==> src/rpp_pkg.sv <==
`default_nettype none

package rpp_pkg;

    // Field widths
    localparam int COORD_W = 32;
    localparam int ANG_W   = 17;
    localparam int Z_W     = 32;

    // Integer bits of the CORDIC words above the guard bits: Q16.16 range, the
    // 33-bit offset, growth through the rotation and the sign
    localparam int XY_HEAD_BITS = 35;

    // Packed stream widths
    localparam int S_TDATA_W = 152;
    localparam int M_TDATA_W = 72;

    // Angle reduction, Q9.7 degrees
    localparam int                 RES_W        = 14;
    localparam logic signed [17:0] FULL_TURN    = 18'sd46080;
    localparam logic [15:0]        QUARTER_TURN = 16'd11520;

    // Quarter-turn codes
    localparam logic [1:0] QTR_NONE  = 2'd0;
    localparam logic [1:0] QTR_ONE   = 2'd1;
    localparam logic [1:0] QTR_HALF  = 2'd2;
    localparam logic [1:0] QTR_THREE = 2'd3;

    // Degrees to Q30 radians: z = floor((r * PI_Q32 + Z_DIV / 2) / Z_DIV),
    // split as r * PI_HI + floor((r * PI_LO + Z_RND) / Z_DIV)
    localparam int          ANG_BITS    = 30;
    localparam longint      PI_Q32      = 64'sd13493037705;
    localparam int          Z_ODD       = 45;
    localparam int          Z_PRE_SHIFT = 11;
    localparam longint      Z_DIV       = longint'(Z_ODD) << Z_PRE_SHIFT;
    localparam logic [17:0] PI_HI       = 18'(PI_Q32 / Z_DIV);
    localparam logic [16:0] PI_LO       = 17'(PI_Q32 % Z_DIV);
    localparam logic [15:0] Z_RND       = 16'(Z_DIV / 2);
    localparam int          ZLO_W       = 30;
    localparam int          ZHI_W       = 31;
    localparam int          ZV_W        = ZLO_W - Z_PRE_SHIFT;
    localparam int          RECIP_SHIFT = 25;
    localparam logic [19:0] RECIP       =
        20'(((longint'(1) << RECIP_SHIFT) + Z_ODD - 1) / Z_ODD);
    localparam int          ZVM_W       = ZV_W + 20;

    localparam logic [31:0] QUARTER_PI_Q30 = 32'd843314857;
    localparam logic signed [31:0] HALF_PI_Q30 = 32'sd1686629714;

    localparam logic signed [31:0] INT32_MAX = 32'sh7FFF_FFFF;
    localparam logic signed [31:0] INT32_MIN = 32'sh8000_0000;

    // Integer square root, elaboration only
    function automatic logic [63:0] rpp_isqrt(input logic [63:0] n);
        logic [63:0] rem_v;
        logic [63:0] res_v;
        logic [63:0] bit_v;
        rem_v = n;
        res_v = 64'd0;
        bit_v = 64'd1 << 62;
        while (bit_v > rem_v) bit_v = bit_v >> 2;
        while (bit_v != 64'd0) begin
            if (rem_v >= res_v + bit_v) begin
                rem_v = rem_v - (res_v + bit_v);
                res_v = (res_v >> 1) + bit_v;
            end else begin
                res_v = res_v >> 1;
            end
            bit_v = bit_v >> 2;
        end
        return res_v;
    endfunction

    // Root of the accumulated CORDIC gain product, scaled by 2^30
    function automatic logic [63:0] rpp_gain_root(input int steps);
        logic [63:0] p;
        p = 64'd1 << 30;
        for (int i = 0; i < steps; i++) begin
            p = p + (p >> (2 * i));
        end
        return rpp_isqrt(p << 30);
    endfunction

    // Shift-subtract quotient, elaboration only
    function automatic logic [63:0] rpp_udiv(input logic [63:0] n, input logic [63:0] d);
        logic [63:0] q;
        logic [63:0] r;
        q = 64'd0;
        r = 64'd0;
        for (int b = 63; b >= 0; b--) begin
            r = {r[62:0], n[b]};
            if (r >= d) begin
                r = r - d;
                q[b] = 1'b1;
            end
        end
        return q;
    endfunction

    // Arctangent of 2^-i in Q30 radians, from its series in Q60
    function automatic logic [31:0] rpp_atan(input int i);
        logic signed [63:0] sum;
        logic [63:0]        t;
        int                 k;
        if (i == 0) return QUARTER_PI_Q30;
        sum = 64'sd0;
        for (k = 0; i * (2 * k + 1) <= 60; k++) begin
            t = rpp_udiv(64'd1 << (60 - i * (2 * k + 1)), 64'(2 * k + 1));
            if (k[0]) sum = sum - signed'(t);
            else sum = sum + signed'(t);
        end
        return 32'((sum + (64'sd1 <<< 29)) >>> 30);
    endfunction

endpackage

`default_nettype wire

==> src/rpp_post.sv <==
`default_nettype none

module rpp_post import rpp_pkg::*; #(
    parameter int FRAC_BITS = 16,
    parameter int DATA_W    = 51
) (
    input  wire logic                      aclk,
    input  wire logic                      aresetn,
    input  wire logic                      in_valid,
    output logic                           in_ready,
    input  wire logic signed [DATA_W-1:0]  x_in,
    input  wire logic signed [DATA_W-1:0]  y_in,
    input  wire logic signed [COORD_W-1:0] cx_in,
    input  wire logic signed [COORD_W-1:0] cy_in,
    output logic                           out_valid,
    input  wire logic                      out_ready,
    output logic signed [COORD_W-1:0]      rot_x,
    output logic signed [COORD_W-1:0]      rot_y,
    output logic                           saturated
);

    localparam int                       RW      = DATA_W - FRAC_BITS;
    localparam int                       SW      = RW + 1;
    localparam logic signed [DATA_W-1:0] RND_OUT = DATA_W'(1) <<< (FRAC_BITS - 1);
    localparam logic signed [SW-1:0]     SAT_HI  = SW'(INT32_MAX);
    localparam logic signed [SW-1:0]     SAT_LO  = SW'(INT32_MIN);

    logic va_reg, vb_reg;
    logic rdya, rdyb;

    assign rdyb     = !vb_reg || out_ready;
    assign rdya     = !va_reg || rdyb;
    assign in_ready = rdya;

    // Stage A: drop the guard bits with rounding
    logic signed [DATA_W-1:0]  xa, ya;
    logic signed [RW-1:0]      xa_reg, ya_reg, xa_next, ya_next;
    logic signed [COORD_W-1:0] cxa_reg, cya_reg;

    always_comb begin
        xa      = x_in + RND_OUT;
        ya      = y_in + RND_OUT;
        xa_next = RW'(xa >>> FRAC_BITS);
        ya_next = RW'(ya >>> FRAC_BITS);
    end

    // Stage B: add the pivot back and clamp
    logic signed [SW-1:0]      sx, sy;
    logic signed [COORD_W-1:0] rx_reg, ry_reg, rx_next, ry_next;
    logic                      sat_reg, sat_next;

    always_comb begin
        sx       = SW'(xa_reg) + SW'(cxa_reg);
        sy       = SW'(ya_reg) + SW'(cya_reg);
        sat_next = 1'b0;
        if (sx > SAT_HI) begin
            rx_next  = INT32_MAX;
            sat_next = 1'b1;
        end else if (sx < SAT_LO) begin
            rx_next  = INT32_MIN;
            sat_next = 1'b1;
        end else begin
            rx_next = sx[COORD_W-1:0];
        end
        if (sy > SAT_HI) begin
            ry_next  = INT32_MAX;
            sat_next = 1'b1;
        end else if (sy < SAT_LO) begin
            ry_next  = INT32_MIN;
            sat_next = 1'b1;
        end else begin
            ry_next = sy[COORD_W-1:0];
        end
    end

    // Advance valid bits
    always_ff @(posedge aclk) begin
        if (!aresetn) begin
            va_reg <= 1'b0;
            vb_reg <= 1'b0;
        end else begin
            if (rdya) va_reg <= in_valid;
            if (rdyb) vb_reg <= va_reg;
        end
    end

    // Load payload where a beat moves in
    always_ff @(posedge aclk) begin
        if (in_valid && rdya) begin
            xa_reg  <= xa_next;
            ya_reg  <= ya_next;
            cxa_reg <= cx_in;
            cya_reg <= cy_in;
        end
        if (va_reg && rdyb) begin
            rx_reg  <= rx_next;
            ry_reg  <= ry_next;
            sat_reg <= sat_next;
        end
    end

    assign out_valid = vb_reg;
    assign rot_x     = rx_reg;
    assign rot_y     = ry_reg;
    assign saturated = sat_reg;

    // A clamp flag means at least one coordinate sits at a rail
    a_sat_rail: assert property (@(posedge aclk) disable iff (!aresetn)
        (vb_reg && sat_reg) |-> ((rx_reg == INT32_MAX) || (rx_reg == INT32_MIN) ||
                                 (ry_reg == INT32_MAX) || (ry_reg == INT32_MIN)))
        else $error("saturation flag without a clamped coordinate");

endmodule

`default_nettype wire

==> config.mk <==
export PLATFORM = sky130hd
export DESIGN_NAME = rpp_post
export DESIGN_NICKNAME = d
export VERILOG_FILES = /design/src/rpp_pkg.sv /design/src/rpp_post.sv
export SDC_FILE = /design/constraint.sdc
export NUM_CORES = 1
export LEC_CHECK = 0
export ABC_AREA = 1
export BUFFER_PORTS_ARGS = -buffer_cell sky130_fd_sc_hd__buf_2
export CAP_MARGIN = 40
export CORE_MARGIN = 2
export CORE_UTILIZATION = 35
export CTS_BUF_LIST = sky130_fd_sc_hd__clkbuf_8
export DETAILED_ROUTE_END_ITERATION = 6
export RECOVER_POWER = 100
export SYNTH_ARGS = -nofsm -noshare
export SYNTH_HDL_FRONTEND = slang
export SYNTH_SLANG_ARGS = --single-unit
export TNS_END_PERCENT = 5
==> constraint.sdc <==
create_clock -name aclk -period 4.8 [get_ports aclk]
set_input_delay 0 -clock aclk [delete_from_list [all_inputs] [get_ports aclk]]
set_output_delay 0 -clock aclk [all_outputs]
set_load 0.01 [all_outputs]
# Word-level counts from Yosys, hierarchy flattened
# Index checks and enable logic that the tools add are counted.
classes:
  n_reduce_logical: 7
  magnitude_cmp: 4
  mux: 3
  add_sub_neg: 4
ops:
  columns: ["op", "n"]
  rows:
  - ["51-bit by 17-bit adder with 51-bit output (second input constant)", 2]
  - ["35-bit by 32-bit adder with 36-bit output", 2]
  - ["36-bit by 32-bit > comparator with 1-bit output (second input constant)", 2]
  - ["36-bit by 32-bit < comparator with 1-bit output (second input constant)", 2]
  - ["32-bit two-way mux", 2]
  - ["3-bit OR reduction", 1]
  - ["1-bit logical AND", 2]
  - ["1-bit logical NOT", 2]
  - ["1-bit logical OR", 2]
  - ["1-bit two-way mux", 1]
totals:
  elab_cells: 27
  register_bits: 201
  in_bits: 170
  output_inout_bits: 67

# Logic depth before layout (Yosys ltp)
depth:
  word_depth: 4
  ltp_mapped: 20
  depth_no_buf: 19

# Worst setup path after synthesis
# Ideal clock, no wire load.
synth_timing:
  kind: "register to register"
  start: "reg vb_reg, in the netlist out_valid"
  end: "reg rx_reg[0], in the netlist rot_x[0] (enable)"
  arrival_ns: 3.546
  path_stages_with_launch: 2
  path_slack_ns: 0.744
  path_cell_list: "dfxtp_1 > a21oi_1"
synth_between:
  elab_chain_cells: 3
synth_rtl:
  columns: ["item", "line_no", "rtl"]
  rows:
  - ["start, declared", "rpp_post.sv:28", "logic va_reg, vb_reg;"]
  - ["start signal, assigned", "rpp_post.sv:83", "if (rdyb) vb_reg <= va_reg;"]
  - ["1-bit logical NOT", "rpp_post.sv:31", "assign rdyb = !vb_reg || out_ready;"]
  - ["1-bit logical OR", "rpp_post.sv:31", null]
  - ["1-bit logical AND", "rpp_post.sv:95", "if (va_reg && rdyb) begin"]
  - ["end signal, assigned", "rpp_post.sv:96", "rx_reg <= rx_next;"]
  - ["end, declared", "rpp_post.sv:49", "logic signed [COORD_W-1:0] rx_reg, ry_reg, rx_next, ry_next;"]
# Every way passes these cells.
# A chain may end at the register's enable or synchronous reset.

# Worst setup path in the final report
layout_timing:
  start: "reg ya_reg[0]"
  end: "reg sat_reg, in the netlist saturated (data pin)"
layout_between:
  elab_chain_cells: 3
  word_cells_on_any_way: 4
  cone_classes: "1 x add/sub; 2 x order compare; 1 x reduce/logical"
layout_rtl:
  columns: ["item", "line_no", "rtl"]
  rows:
  - ["start, declared", "rpp_post.sv:37", "logic signed [RW-1:0] xa_reg, ya_reg, xa_next, ya_next;"]
  - ["start signal, assigned", "rpp_post.sv:91", "ya_reg <= ya_next;"]
  - ["35-bit by 32-bit adder with 36-bit output *", "rpp_post.sv:54", "sy = SW'(ya_reg) + SW'(cya_reg);"]
  - ["36-bit by 32-bit > comparator with 1-bit output or 36-bit by 32-bit < comparator with 1-bit output (tied branches)", "rpp_post.sv:65, rpp_post.sv:68", null]
  - ["3-bit OR reduction (no line) *", null, null]
  - ["end signal, assigned", "rpp_post.sv:98", "sat_reg <= sat_next;"]
  - ["end, declared", "rpp_post.sv:50", "logic sat_reg, sat_next;"]
# Every way passes the cells marked *; elsewhere a longest branch is shown, timed or not.

==> reports/results.ini <==
[status]
status = complete, but fails checks
failed_checks = capacitance limit, slew limit

[power_and_ir_drop]
swShare_pct = 31.08
p_int_uw = 3450
sequentialPowerShare_pct = 43.5
p_leak_uw = 0.007515
combPwrFrac_pct = 25.8
power_switching_uw = 1556
power.share.clock_pct = 30.8
p_per_area_nw_per_um2 = 299.3
peakVddDrop_mv = 0.1765

[route]
met3_length_mm = 1.775
drtPass1Iterations = 5
routedWlPerCell_um = 15.33
ant_nets = 0
top_layer = met4
drt-total-wl_mm = 37.12
route.met2.wl_mm = 15.53
dr.first_iter.drc_count = 655
wl_met1_mm = 18.93
vias_per_cell = 4.698
vias = 11380
drc = 0

[hold_path]
hp-class = in -> reg
hp-start = y_in[38]

[yosys]
yosysSeqAreaShare_pct = 46.59
ys_ff_latch = 201
ys_async_sr_fraction_pct = 0
synth.area.mux_share_pct = 0
synth-simple-area-share_pct = 27.18
synth_edf_count = 199
yosysTopAreaCell = edfxtp_1
synthAdderAreaFrac_pct = 7.287
synth_top_family_by_area = simple AND/OR/NAND/NOR gates
synth.cell_area_sq_um = 12910
synth_top_area_share_pct = 46.28
synthDistinctLibCells = 43
synth-xor-area-share_pct = 8.004
yosysWarnings = 0
ys_top_cells_by_count = nand2_1, edfxtp_1, inv_1
synth_compound_area_share_pct = 4.981
synthTopCellsByArea = edfxtp_1, nand2_1, ha_1
avgSynthCellArea_sq_um = 8.551
synth_flop_cell = edfxtp_1
synth.most_common_cell = nand2_1
synth_nets = 1754
syn_inst = 1510

[placed_design]
portBuffers = 206
hpwl_mm = 28.62
gp_congestion = 0.9050

[timing]
worst_pin_slew_ps = 3652
finalMaxSlewViolations = 138
fin_crit_ps = 3777
timing.final.hold_violations = 0
rsz0062_at_grt = no
setup_viol = 0
timing.slew.headroom_pct = -143.5
max_freq_ghz = 0.2648
fin_crit_sh_pct = 78.69
clock_skew_ps = 34.32
hold_ws_ps = 112.0
fin_setup_tns_ps = 0

[critical_path]
criticalPathCategory = reg -> reg
required_ps = 5060
worstPathArrival_ps = 4040
cp-start-kind = flip-flop
crit_start = ya_reg[0]$_DFFE_PP_
r2r_start = ya_reg[0]$_DFFE_PP_
end_kind = flip-flop
path_max_fanout = 32

[clocking]
root_buffer = clkbuf_8
clk-insertion-delay-late_ps = 570
post_cts_resized = 0
cts_tree = done
htreeDepth = 2
clk_pin_slew_ps = 60
clock-sinks = 201
numCtsBuffers = 37
clock_tree.buffer_depth = 3

[floorplanning]
dieWidth_um = 196.1
num_rows = 70
ios = 237
fp.dieArea_sq_um = 38450
fp.dieH_um = 196.1
core-area_sq_um = 36430
start_util_pct = 35.44

[global_routing]
grt_pass1_wl_mm = 58.59
grt_pass1_vias = 11070
grt_use_total_pct = 19.39
grt_max_degree = 72
overflow = 0
antenna_found_initial = 1

[finish]
area_growth_pct = 29.53
nets = 2175
drive_gt1_share_pct = 9.170

[flow_run]
cap_violations = 2

logic make-up after synthesis:
kind of cell / Yosys count
AND/OR/NAND/NOR: 816
flip-flops: 201
buffers and inverters: 187
XOR/XNOR: 118
AO/OA/AOI/OAI: 114
adder cells (fa/ha/maj): 74
worst max-delay path, cell delays in order, from the launching register on:
cell and delay (ps):
edfxtp_1 370, ha_1 300, fa_1 510, nand2_1 130, nand2_1 80, nand3_1 100
nand2_1 110, nand2_1 80, nand2_1 150, nand2_1 170, nand2_1 80, nand2_1 70
nand2_1 60, nor2_1 120, nand3_1 80, nand2_1 870, nand4_1 170
repair_timing:
| action | in CTS | in global routing |
|---|---|---|
| hold endpoints to repair | 136 | 0 |
| hold buffers | 185 | 0 |
| setup buffers | 0 | 0 |
layer usage:
layer | track usage (%) | vias to the layer above
met1 | 28.89 | 5179
met5 | 0 | -
li1 | - | 5834
met4 | 6.397 | 0
met3 | 2.733 | 51
met2 | 28.87 | 311
cells in the final DEF (no fill, tap or decap), types with 66 or more instances in the layout:
| master | netlist | layout |
|---|---|---|
| nor2_1 | 112 | 119 |
| xor2_1 | 79 | 79 |
| inv_1 | 172 | 182 |
| dlygate4sd3_1 | 0 | 185 |
| clkbuf_1 | 0 | 95 |
| buf_2 | 0 | 112 |
| nand3_1 | 64 | 66 |
| a21oi_1 | 74 | 73 |
| nand2_1 | 528 | 532 |
| edfxtp_1 | 199 | 199 |
| ha_1 | 72 | 72 |
final timing paths:
path | end | slack (ps) | cells after the start
hold reg to reg | out_valid$_SDFFE_PN0P_ | 530 | 2
setup / recovery | saturated$_SDFFCE_PP1P_ | 1020 | 16
hold / removal | ya_reg[25]$_DFFE_PP_ | 110 | 6
setup reg to reg | saturated$_SDFFCE_PP1P_ | 1020 | 16
per-stage QoR:
stage	std cells	utilization (%)	area [sq um]	power [uW]	setup WS, ps
2_1_floorplan	1510	-	12910	3020	744.3
3_3_place_gp	2175	39.70	14470	3379	1391
3_5_place_dp	2175	39.70	14470	3393	1353
4_1_cts	2420	46.61	16980	5086	1326
5_1_grt	2421	45.90	16720	5315	667.3
6_report	2421	45.90	16720	5006	1023
power by group through the flow:
stage	registers, uW	clock network [uW]	logic, uW
after floorplan	2230	0	793
after global placement	2210	0	1170
after detailed placement	2210	0	1190
after CTS	2170	1600	1310
after global routing	2190	1670	1460
final	2180	1540	1290
final cells by class:
type	count	area [sq um]
well taps	468	585.6
diodes	1	2.502
multi-input cells	1122	6013
inverters	175	659.4
clock buffers	38	523.0
flip-flops and latches	201	6016
clock inverters	22	143.9
repair buffers	394	2781
fillers	3671	19710
(Power assumes the default switching activity.)
