<file path="src/rpp_pkg.sv">
`default_nettype none

package rpp_pkg;

    // Field widths
    localparam int COORD_W = 32;
    localparam int ANG_W   = 17;
    localparam int Z_W     = 32;

    // Integer bits of the CORDIC words above the guard bits: Q16.16 range, the
    // 33-bit offset, growth through the rotation and the sign
    localparam int XY_HEAD_BITS = 35;

    // Packed stream widths
    localparam int S_TDATA_W = 152;
    localparam int M_TDATA_W = 72;

    // Angle reduction, Q9.7 degrees
    localparam int                 RES_W        = 14;
    localparam logic signed [17:0] FULL_TURN    = 18'sd46080;
    localparam logic [15:0]        QUARTER_TURN = 16'd11520;

    // Quarter-turn codes
    localparam logic [1:0] QTR_NONE  = 2'd0;
    localparam logic [1:0] QTR_ONE   = 2'd1;
    localparam logic [1:0] QTR_HALF  = 2'd2;
    localparam logic [1:0] QTR_THREE = 2'd3;

    // Degrees to Q30 radians: z = floor((r * PI_Q32 + Z_DIV / 2) / Z_DIV),
    // split as r * PI_HI + floor((r * PI_LO + Z_RND) / Z_DIV)
    localparam int          ANG_BITS    = 30;
    localparam longint      PI_Q32      = 64'sd13493037705;
    localparam int          Z_ODD       = 45;
    localparam int          Z_PRE_SHIFT = 11;
    localparam longint      Z_DIV       = longint'(Z_ODD) << Z_PRE_SHIFT;
    localparam logic [17:0] PI_HI       = 18'(PI_Q32 / Z_DIV);
    localparam logic [16:0] PI_LO       = 17'(PI_Q32 % Z_DIV);
    localparam logic [15:0] Z_RND       = 16'(Z_DIV / 2);
    localparam int          ZLO_W       = 30;
    localparam int          ZHI_W       = 31;
    localparam int          ZV_W        = ZLO_W - Z_PRE_SHIFT;
    localparam int          RECIP_SHIFT = 25;
    localparam logic [19:0] RECIP       =
        20'(((longint'(1) << RECIP_SHIFT) + Z_ODD - 1) / Z_ODD);
    localparam int          ZVM_W       = ZV_W + 20;

    localparam logic [31:0] QUARTER_PI_Q30 = 32'd843314857;
    localparam logic signed [31:0] HALF_PI_Q30 = 32'sd1686629714;

    localparam logic signed [31:0] INT32_MAX = 32'sh7FFF_FFFF;
    localparam logic signed [31:0] INT32_MIN = 32'sh8000_0000;

    // Integer square root, elaboration only
    function automatic logic [63:0] rpp_isqrt(input logic [63:0] n);
        logic [63:0] rem_v;
        logic [63:0] res_v;
        logic [63:0] bit_v;
        rem_v = n;
        res_v = 64'd0;
        bit_v = 64'd1 << 62;
        while (bit_v > rem_v) bit_v = bit_v >> 2;
        while (bit_v != 64'd0) begin
            if (rem_v >= res_v + bit_v) begin
                rem_v = rem_v - (res_v + bit_v);
                res_v = (res_v >> 1) + bit_v;
            end else begin
                res_v = res_v >> 1;
            end
            bit_v = bit_v >> 2;
        end
        return res_v;
    endfunction

    // Root of the accumulated CORDIC gain product, scaled by 2^30
    function automatic logic [63:0] rpp_gain_root(input int steps);
        logic [63:0] p;
        p = 64'd1 << 30;
        for (int i = 0; i < steps; i++) begin
            p = p + (p >> (2 * i));
        end
        return rpp_isqrt(p << 30);
    endfunction

    // Shift-subtract quotient, elaboration only
    function automatic logic [63:0] rpp_udiv(input logic [63:0] n, input logic [63:0] d);
        logic [63:0] q;
        logic [63:0] r;
        q = 64'd0;
        r = 64'd0;
        for (int b = 63; b >= 0; b--) begin
            r = {r[62:0], n[b]};
            if (r >= d) begin
                r = r - d;
                q[b] = 1'b1;
            end
        end
        return q;
    endfunction

    // Arctangent of 2^-i in Q30 radians, from its series in Q60
    function automatic logic [31:0] rpp_atan(input int i);
        logic signed [63:0] sum;
        logic [63:0]        t;
        int                 k;
        if (i == 0) return QUARTER_PI_Q30;
        sum = 64'sd0;
        for (k = 0; i * (2 * k + 1) <= 60; k++) begin
            t = rpp_udiv(64'd1 << (60 - i * (2 * k + 1)), 64'(2 * k + 1));
            if (k[0]) sum = sum - signed'(t);
            else sum = sum + signed'(t);
        end
        return 32'((sum + (64'sd1 <<< 29)) >>> 30);
    endfunction

endpackage

`default_nettype wire

</file>
<file path="src/rpp_prep.sv">
`default_nettype none

module rpp_prep import rpp_pkg::*; #(
    parameter int CORDIC_STEPS = 16,
    parameter int FRAC_BITS    = 16,
    parameter int DATA_W       = 51
) (
    input  wire logic                      aclk,
    input  wire logic                      aresetn,
    input  wire logic                      in_valid,
    output logic                           in_ready,
    input  wire logic signed [COORD_W-1:0] point_x,
    input  wire logic signed [COORD_W-1:0] point_y,
    input  wire logic signed [COORD_W-1:0] pivot_x,
    input  wire logic signed [COORD_W-1:0] pivot_y,
    input  wire logic signed [ANG_W-1:0]   angle_deg,
    output logic                           out_valid,
    input  wire logic                      out_ready,
    output logic signed [DATA_W-1:0]       x_out,
    output logic signed [DATA_W-1:0]       y_out,
    output logic signed [Z_W-1:0]          z_out,
    output logic signed [COORD_W-1:0]      cx_out,
    output logic signed [COORD_W-1:0]      cy_out
);

    localparam logic [63:0]        GAIN_ROOT = rpp_gain_root(CORDIC_STEPS);
    localparam logic [63:0]        GAIN_Q30  = (64'd1 << 60) / GAIN_ROOT;
    localparam logic signed [31:0] GAIN      = signed'(GAIN_Q30[31:0]);
    localparam int                 SH_IN     = ANG_BITS - FRAC_BITS;
    localparam logic signed [63:0] RND_IN    = 64'sd1 <<< (SH_IN - 1);

    // Stage valid bits and the ready chain
    logic v1_reg, v2_reg, v3_reg, v4_reg;
    logic rdy1, rdy2, rdy3, rdy4;

    assign rdy4     = !v4_reg || out_ready;
    assign rdy3     = !v3_reg || rdy4;
    assign rdy2     = !v2_reg || rdy3;
    assign rdy1     = !v1_reg || rdy2;
    assign in_ready = rdy1;

    // Stage 1: offsets and angle reduction
    logic signed [32:0]        dx1_reg, dy1_reg, dx_next, dy_next;
    logic [1:0]                q1_reg, q_next;
    logic [RES_W-1:0]          r1_reg, r_next;
    logic signed [COORD_W-1:0] cx1_reg, cy1_reg;
    logic signed [17:0]        a0, a1, a2, am;
    logic [15:0]               m;

    always_comb begin
        dx_next = 33'(point_x) - 33'(pivot_x);
        dy_next = 33'(point_y) - 33'(pivot_y);
        a0 = 18'(angle_deg);
        a1 = a0[17] ? a0 + FULL_TURN : a0;
        a2 = a1[17] ? a1 + FULL_TURN : a1;
        am = (a2 >= FULL_TURN) ? a2 - FULL_TURN : a2;
        m  = am[15:0];
        if (m >= 16'(3 * QUARTER_TURN)) begin
            q_next = QTR_THREE;
            r_next = RES_W'(m - 16'(3 * QUARTER_TURN));
        end else if (m >= 16'(2 * QUARTER_TURN)) begin
            q_next = QTR_HALF;
            r_next = RES_W'(m - 16'(2 * QUARTER_TURN));
        end else if (m >= QUARTER_TURN) begin
            q_next = QTR_ONE;
            r_next = RES_W'(m - QUARTER_TURN);
        end else begin
            q_next = QTR_NONE;
            r_next = RES_W'(m);
        end
    end

    // Stage 2: gain products and angle partial products
    logic signed [63:0]        px2_reg, py2_reg, px_next, py_next;
    logic [ZLO_W-1:0]          zlo2_reg, zlo_next;
    logic [ZHI_W-1:0]          zhi2_reg, zhi_next;
    logic [ZLO_W-1:0]          zlo_prod;
    logic [ZHI_W-1:0]          zhi_prod;
    logic [1:0]                q2_reg;
    logic signed [COORD_W-1:0] cx2_reg, cy2_reg;

    always_comb begin
        px_next  = 64'(dx1_reg) * 64'(GAIN);
        py_next  = 64'(dy1_reg) * 64'(GAIN);
        zlo_prod = ZLO_W'(r1_reg) * ZLO_W'(PI_LO);
        zhi_prod = ZHI_W'(r1_reg) * ZHI_W'(PI_HI);
        zlo_next = zlo_prod + ZLO_W'(Z_RND);
        zhi_next = zhi_prod;
    end

    // Stage 3: round to the CORDIC scale, reciprocal product for the angle
    logic signed [DATA_W-1:0]  x3_reg, y3_reg, x3_next, y3_next;
    logic signed [63:0]        rx, ry;
    logic [ZVM_W-1:0]          vm3_reg, vm_next;
    logic [ZHI_W-1:0]          zhi3_reg;
    logic [1:0]                q3_reg;
    logic signed [COORD_W-1:0] cx3_reg, cy3_reg;

    always_comb begin
        rx      = px2_reg + RND_IN;
        ry      = py2_reg + RND_IN;
        x3_next = DATA_W'(rx >>> SH_IN);
        y3_next = DATA_W'(ry >>> SH_IN);
        vm_next = ZVM_W'(zlo2_reg[ZLO_W-1:Z_PRE_SHIFT]) * ZVM_W'(RECIP);
    end

    // Stage 4: quarter turns and the residual angle
    logic signed [DATA_W-1:0]  x4_reg, y4_reg, x4_next, y4_next;
    logic signed [Z_W-1:0]     z4_reg, z4_next;
    logic signed [COORD_W-1:0] cx4_reg, cy4_reg;

    always_comb begin
        z4_next = Z_W'({1'b0, zhi3_reg}) + Z_W'(vm3_reg[ZVM_W-1:RECIP_SHIFT]);
        case (q3_reg)
            QTR_NONE: begin
                x4_next = x3_reg;
                y4_next = y3_reg;
            end
            QTR_ONE: begin
                x4_next = -y3_reg;
                y4_next = x3_reg;
            end
            QTR_HALF: begin
                x4_next = -x3_reg;
                y4_next = -y3_reg;
            end
            QTR_THREE: begin
                x4_next = y3_reg;
                y4_next = -x3_reg;
            end
            default: begin
                x4_next = x3_reg;
                y4_next = y3_reg;
            end
        endcase
    end

    // Advance valid bits
    always_ff @(posedge aclk) begin
        if (!aresetn) begin
            v1_reg <= 1'b0;
            v2_reg <= 1'b0;
            v3_reg <= 1'b0;
            v4_reg <= 1'b0;
        end else begin
            if (rdy1) v1_reg <= in_valid;
            if (rdy2) v2_reg <= v1_reg;
            if (rdy3) v3_reg <= v2_reg;
            if (rdy4) v4_reg <= v3_reg;
        end
    end

    // Load payload where a beat moves in
    always_ff @(posedge aclk) begin
        if (in_valid && rdy1) begin
            dx1_reg <= dx_next;
            dy1_reg <= dy_next;
            q1_reg  <= q_next;
            r1_reg  <= r_next;
            cx1_reg <= pivot_x;
            cy1_reg <= pivot_y;
        end
        if (v1_reg && rdy2) begin
            px2_reg  <= px_next;
            py2_reg  <= py_next;
            zlo2_reg <= zlo_next;
            zhi2_reg <= zhi_next;
            q2_reg   <= q1_reg;
            cx2_reg  <= cx1_reg;
            cy2_reg  <= cy1_reg;
        end
        if (v2_reg && rdy3) begin
            x3_reg   <= x3_next;
            y3_reg   <= y3_next;
            vm3_reg  <= vm_next;
            zhi3_reg <= zhi2_reg;
            q3_reg   <= q2_reg;
            cx3_reg  <= cx2_reg;
            cy3_reg  <= cy2_reg;
        end
        if (v3_reg && rdy4) begin
            x4_reg  <= x4_next;
            y4_reg  <= y4_next;
            z4_reg  <= z4_next;
            cx4_reg <= cx3_reg;
            cy4_reg <= cy3_reg;
        end
    end

    assign out_valid = v4_reg;
    assign x_out     = x4_reg;
    assign y_out     = y4_reg;
    assign z_out     = z4_reg;
    assign cx_out    = cx4_reg;
    assign cy_out    = cy4_reg;

    // Residual stays below a quarter turn in degrees and in radians
    a_res_range: assert property (@(posedge aclk) disable iff (!aresetn)
        v1_reg |-> (r1_reg < RES_W'(QUARTER_TURN)))
        else $error("residual angle not below a quarter turn");

    a_z_range: assert property (@(posedge aclk) disable iff (!aresetn)
        v4_reg |-> (!z4_reg[Z_W-1] && (z4_reg < HALF_PI_Q30)))
        else $error("residual radians out of range");

endmodule

`default_nettype wire

</file>
<file path="config.mk">
export PLATFORM = sky130hd
export DESIGN_NAME = rpp_prep
export DESIGN_NICKNAME = d
export VERILOG_FILES = /design/src/rpp_pkg.sv /design/src/rpp_prep.sv
export SDC_FILE = /design/constraint.sdc
export NUM_CORES = 2
export LEC_CHECK = 0
export BUFFER_PORTS_ARGS = -buffer_cell sky130_fd_sc_hd__buf_2
export CORE_ASPECT_RATIO = 0.5
export CORE_MARGIN = 2
export CORE_UTILIZATION = 65
export CTS_BUF_LIST = sky130_fd_sc_hd__clkbuf_16
export CTS_CLUSTER_SIZE = 16
export DETAILED_ROUTE_END_ITERATION = 16
export GPL_TIMING_DRIVEN = 0
export PLACE_DENSITY = 0.93
export SYNTH_ARGS = -nofsm -noshare
export SYNTH_HDL_FRONTEND = slang
export SYNTH_SLANG_ARGS = --single-unit
export TNS_END_PERCENT = 1
</file>
<file path="constraint.sdc">
create_clock -name aclk -period 29.9 [get_ports aclk]
set_input_delay 8.97 -clock aclk [delete_from_list [all_inputs] [get_ports aclk]]
set_output_delay 8.97 -clock aclk [all_outputs]
set_load 0.05 [all_outputs]
</file>
Word level (Yosys, flattened, before mapping)
Cells that the tools add are included.
{"block": "word_totals", "reg_bits": 831, "in_bits": 149, "output_inout_bits": 200, "elab_cells": 80}
{"block": "op_classes", "n_addsub": 14, "multipliers": 5, "n_lt_le_gt_ge": 4, "eq_ne": 3, "mux": 10, "reduce_logical": 14}
{"operator": "51-bit case mux with 4 select lines", "n": 2}
{"operator": "64-bit by 15-bit adder with 64-bit output, second input constant", "n": 2}
{"operator": "33-bit by 30-bit multiplier with 63-bit output, second input constant", "n": 2}
{"operator": "50-bit negator with 51-bit output", "n": 2}
{"operator": "32-bit by 32-bit subtractor with 33-bit output", "n": 2}
{"operator": "14-bit 2-to-1 mux", "n": 3}
{"operator": "19-bit by 20-bit multiplier with 39-bit output, second input constant", "n": 1}
{"operator": "18-bit 2-to-1 mux", "n": 2}
{"operator": "31-bit by 14-bit adder with 32-bit output", "n": 1}
{"operator": "30-bit by 16-bit adder with 30-bit output, second input constant", "n": 1}
{"operator": "14-bit by 17-bit multiplier with 30-bit output, second input constant", "n": 1}
{"operator": "14-bit by 15-bit multiplier with 28-bit output, second input constant", "n": 1}
{"operator": "17-bit by 17-bit adder with 18-bit output, second input constant", "n": 1}
{"operator": "18-bit by 17-bit adder with 18-bit output, second input constant", "n": 1}
{"operator": "18-bit by 17-bit greater-or-equal comparator with 1-bit output, second input constant", "n": 1}
{"operator": "16-bit by 14-bit greater-or-equal comparator with 1-bit output, second input constant", "n": 1}
{"operator": "16-bit by 15-bit greater-or-equal comparator with 1-bit output, second input constant", "n": 1}
{"operator": "16-bit greater-or-equal comparator, second input constant", "n": 1}
{"operator": "16-bit 2-to-1 mux", "n": 1}
{"operator": "16-bit subtractor, second input constant", "n": 1}
{"operator": "14-bit by 11-bit subtractor with 14-bit output, second input constant", "n": 1}
{"operator": "14-bit by 13-bit subtractor with 14-bit output, second input constant", "n": 1}
{"operator": "14-bit subtractor, second input constant", "n": 1}
{"operator": "2-bit == test, second input constant", "n": 2}
{"operator": "7 further kinds", "n": 17}

Depth between registers and ports, before layout
{"block": "logic_depth", "ltp_word": 10, "depth_mapped": 31, "ltp_nobuf": 30}

Worst setup path before layout
OpenSTA, ideal clock, no wires.
{"block": "synth_timing", "kind": "in2reg", "startpoint": "input out_ready", "endpoint": "register cx2_reg[0] (enable)", "setup_time_ns": 1.118, "t_arrival_ns": 24.741, "required_ns": 28.782, "setup_slack_ns": 4.041, "cell_stages": 3, "path_buffers": 0, "path_cell_list": "nor2b_1 -> and2_0 -> a21boi_0"}
{"block": "synth_via", "elab_chain_len": 4}
{"item": "start: declaration", "line": "rpp_prep.sv:18", "rtl": "input wire logic out_ready,"}
{"item": "1-bit logical OR", "line": "rpp_prep.sv:36", "rtl": "assign rdy4 = !v4_reg || out_ready;"}
{"item": "1-bit logical OR", "line": "rpp_prep.sv:37", "rtl": "assign rdy3 = !v3_reg || rdy4;"}
{"item": "1-bit logical OR", "line": "rpp_prep.sv:38", "rtl": "assign rdy2 = !v2_reg || rdy3;"}
{"item": "1-bit logical AND", "line": "rpp_prep.sv:163", "rtl": "if (v1_reg && rdy2) begin"}
{"item": "end signal: assignment", "line": "rpp_prep.sv:169", "rtl": "cx2_reg <= cx1_reg;"}
{"item": "end: declaration", "line": "rpp_prep.sv:80", "rtl": "logic signed [COORD_W-1:0] cx2_reg, cy2_reg;"}
Every way passes these cells.
A chain may end at the register's enable or synchronous reset.

Worst setup path in the final report
{"block": "layout_timing", "startpoint": "input out_ready", "endpoint": "output in_ready"}
{"block": "layout_via", "elab_chain_len": 4}
{"item": "1-bit logical OR", "line": "rpp_prep.sv:36"}
{"item": "1-bit logical OR", "line": "rpp_prep.sv:37"}
{"item": "1-bit logical OR", "line": "rpp_prep.sv:38"}
{"item": "1-bit logical OR", "line": "rpp_prep.sv:39", "rtl": "assign rdy1 = !v1_reg || rdy2;"}
{"item": "end: declaration", "line": "rpp_prep.sv:11", "rtl": "output logic in_ready,"}
Every way passes these cells.

==> flow_summary.toml <==
[run_status]
status = "finished clean"

[floorplan]
start_util_pct = 65.8
fp.coreArea_mm2 = 0.129
placementRows = 93
dieWidth_um = 516
design.die.area_mm2 = 0.134
ios = 349
die_h_um = 260

[clocking]
cts.path.max_buffers = 3
cts_tree = "built"
worstSkewPairLatency_ps = 700
cts_setup_buffers = 0
cts_hold_buf = 0
ctsResizeCount = 0
clock_sinks = 771
cts_root_buffer = "clkbuf_16"
cts.reportedPaths.clkPinSlew_ps = 70
cts_buffers = 72
htree_levels = 3

[detailed_routing]
ant_nets = 0
routedWlPerCell_um = 21.9
wl_um = 219000
avgViaCountPerCell = 5.88
detail_route.iter0.violations = 5814
num_vias = 58805
drcViolationCount = 0
drtPass1Iterations = 9

[layout]
nFillCells = 8571
drive_above_1_share_pct = 7.01
syn_to_final_growth_pct = 8.33
final_nets = 10650

[yosys]
syn_area_per_cell_um2 = 11.0
syn_nets = 10200
synth_warnings = 0
synth_area_leaders = "edfxtp_1 27%, fa_1 26%, ha_1 18%"
yosysTopAreaCell = "edfxtp_1"
synth_edf_count = 767
syn_inst = 7738
yosysTopAreaCellShare_pct = 27.1
ys_seq_elements = 771
synthFlopType = "edfxtp_1"
synth-async-reset-ratio_pct = 0
yosysSeqAreaShare_pct = 27.1
synth_commonest_cells = "1,822 x inv_1, 1,201 x ha_1, 1,112 x fa_1"
yosysMostFrequentCell = "inv_1"
synth_cell_type_count = 107
netlist_area_mm2 = 0.0851

[timing]
rsz0062_at_grt = "no"
period_needed_ps = 19330
fin_skew_ps = 46.5
fmax_mhz = 51.7
timing.final.ws_setup_ps = 10570
timing.final.max_slew_violations = 0
tightest_slew_ps = 1270
hold_violations = 0
finalCritPeriodShare_pct = 64.6
setup_viol = 0
slew-limit-headroom_pct = 14.9

[global_route]
grt.total_usage_pct = 33.6
grt_pass1_wl_um = 345000
grt_max_degree = 39
grt_antenna_before_repair = 2
grt_pass1_vias = 62867
overflow = 0

[worst_setup_path]
arrival_ps = 10360
end_kind = "output port"
crit_type = "in -> out"
start_kind = "input port"
critical_path.max_fanout = 6
critPathRequiredTime_ps = 20930

[placement]
place_ws_ps = 10570
io_buffers = 347
gp_congestion = 1.05
dpl.hpwl_um = 182000

[hold_path]
hold_class = "reg -> reg"

[job]
maxCapViolCount = 0
-- layout make-up --
| class | instances | area (um2) | area share (%) |
|---|---|---|---|
| antenna | 1 | 2.50 | 0.00271 |
| inverter | 1825 | 6850 | 7.43 |
| tap | 1757 | 2200 | 2.38 |
| multi-input combinational | 5049 | 54800 | 59.4 |
| clock buffer | 75 | 1880 | 2.04 |
| clock inverter | 55 | 612 | 0.663 |
| buffer | 93 | 393 | 0.426 |
| sequential | 771 | 23100 | 25.1 |
| timing repair buffer | 376 | 2350 | 2.55 |
-- through the flow --
step	std cells	cell area [um2]	TNS, ps	utilization, %	hold WS, ps
4_1_cts	10001	92200	0	71.3	395
3_3_place_gp	9842	89100	-786390	68.8	400
3_5_place_dp	9871	89700	0	69.4	405
2_1_floorplan	7738	85100	0	-	400
5_1_grt	10001	92200	0	71.3	401
6_report	10002	92200	0	71.3	408
-- critical path, stage by stage --
cell and delay [ps]:
buf_2 100, nor2b_1 290, and2_0 540, nand3_1 190, buf_2 250
-- placed cells by master, fill, tap and decap left out, types with 12 or more instances in the layout --
master,instances
a211oi_1,45
a21boi_0,12
a21o_1,116
a21oi_1,298
a221oi_1,28
a31oi_1,20
and2_1,27
and3_1,41
and4_1,13
buf_12,24
buf_2,349
clkbuf_1,72
clkbuf_16,75
edfxtp_1,767
fa_1,1112
ha_1,1201
inv_1,1828
nand2_1,245
nand2b_1,54
nand3_1,105
nand4_1,40
nor2_1,302
nor2b_1,74
nor3_1,77
nor4_1,20
o2111ai_1,15
o211ai_1,22
o21a_1,37
o21ai_0,228
o21bai_1,21
o31ai_1,18
o41ai_1,12
or2_2,19
or3_1,35
or4_1,13
xnor2_1,381
xor2_1,243
-- cell families (layout without fill, tap and decap cells) --
family	Yosys count	after routing	share of synthesized area (%)
buffers and inverters	1918	2424	8.51
AOI/OAI and AO/OA	985	985	7.42
other	0	1	0
xor gates and xnor gates	624	624	6.42
and+or+nand+nor	1114	1114	6.51
adders and majority gates	2313	2313	43.8
DFF	771	771	27.1
muxes	13	13	0.193
-- worst paths after layout --
path / startpoint / to / slack (ps) / cells after the start
hold / removal: cx2_reg[11] / cx3_reg[11] / 410 / 0
setup reg to reg: dx1_reg[14] / px2_reg[62] / 20520 / 27
setup / recovery: out_ready / in_ready / 10570 / 5
hold reg to reg: cx2_reg[11] / cx3_reg[11] / 410 / 0
-- routing by layer --
| metal | wire length, um | global-route usage (%) | vias up |
|---|---|---|---|
| met4 | 13400 | 17.8 | 2 |
| met1 | 81400 | 41.1 | 28991 |
| met5 | 7 | 0 | - |
| li1 | - | - | 26213 |
| met3 | 17900 | 6.28 | 769 |
| met2 | 106000 | 57.0 | 2830 |
Power is not shown: default switching activity piles up to over one toggle a cycle in this logic, so the estimate is an artifact.
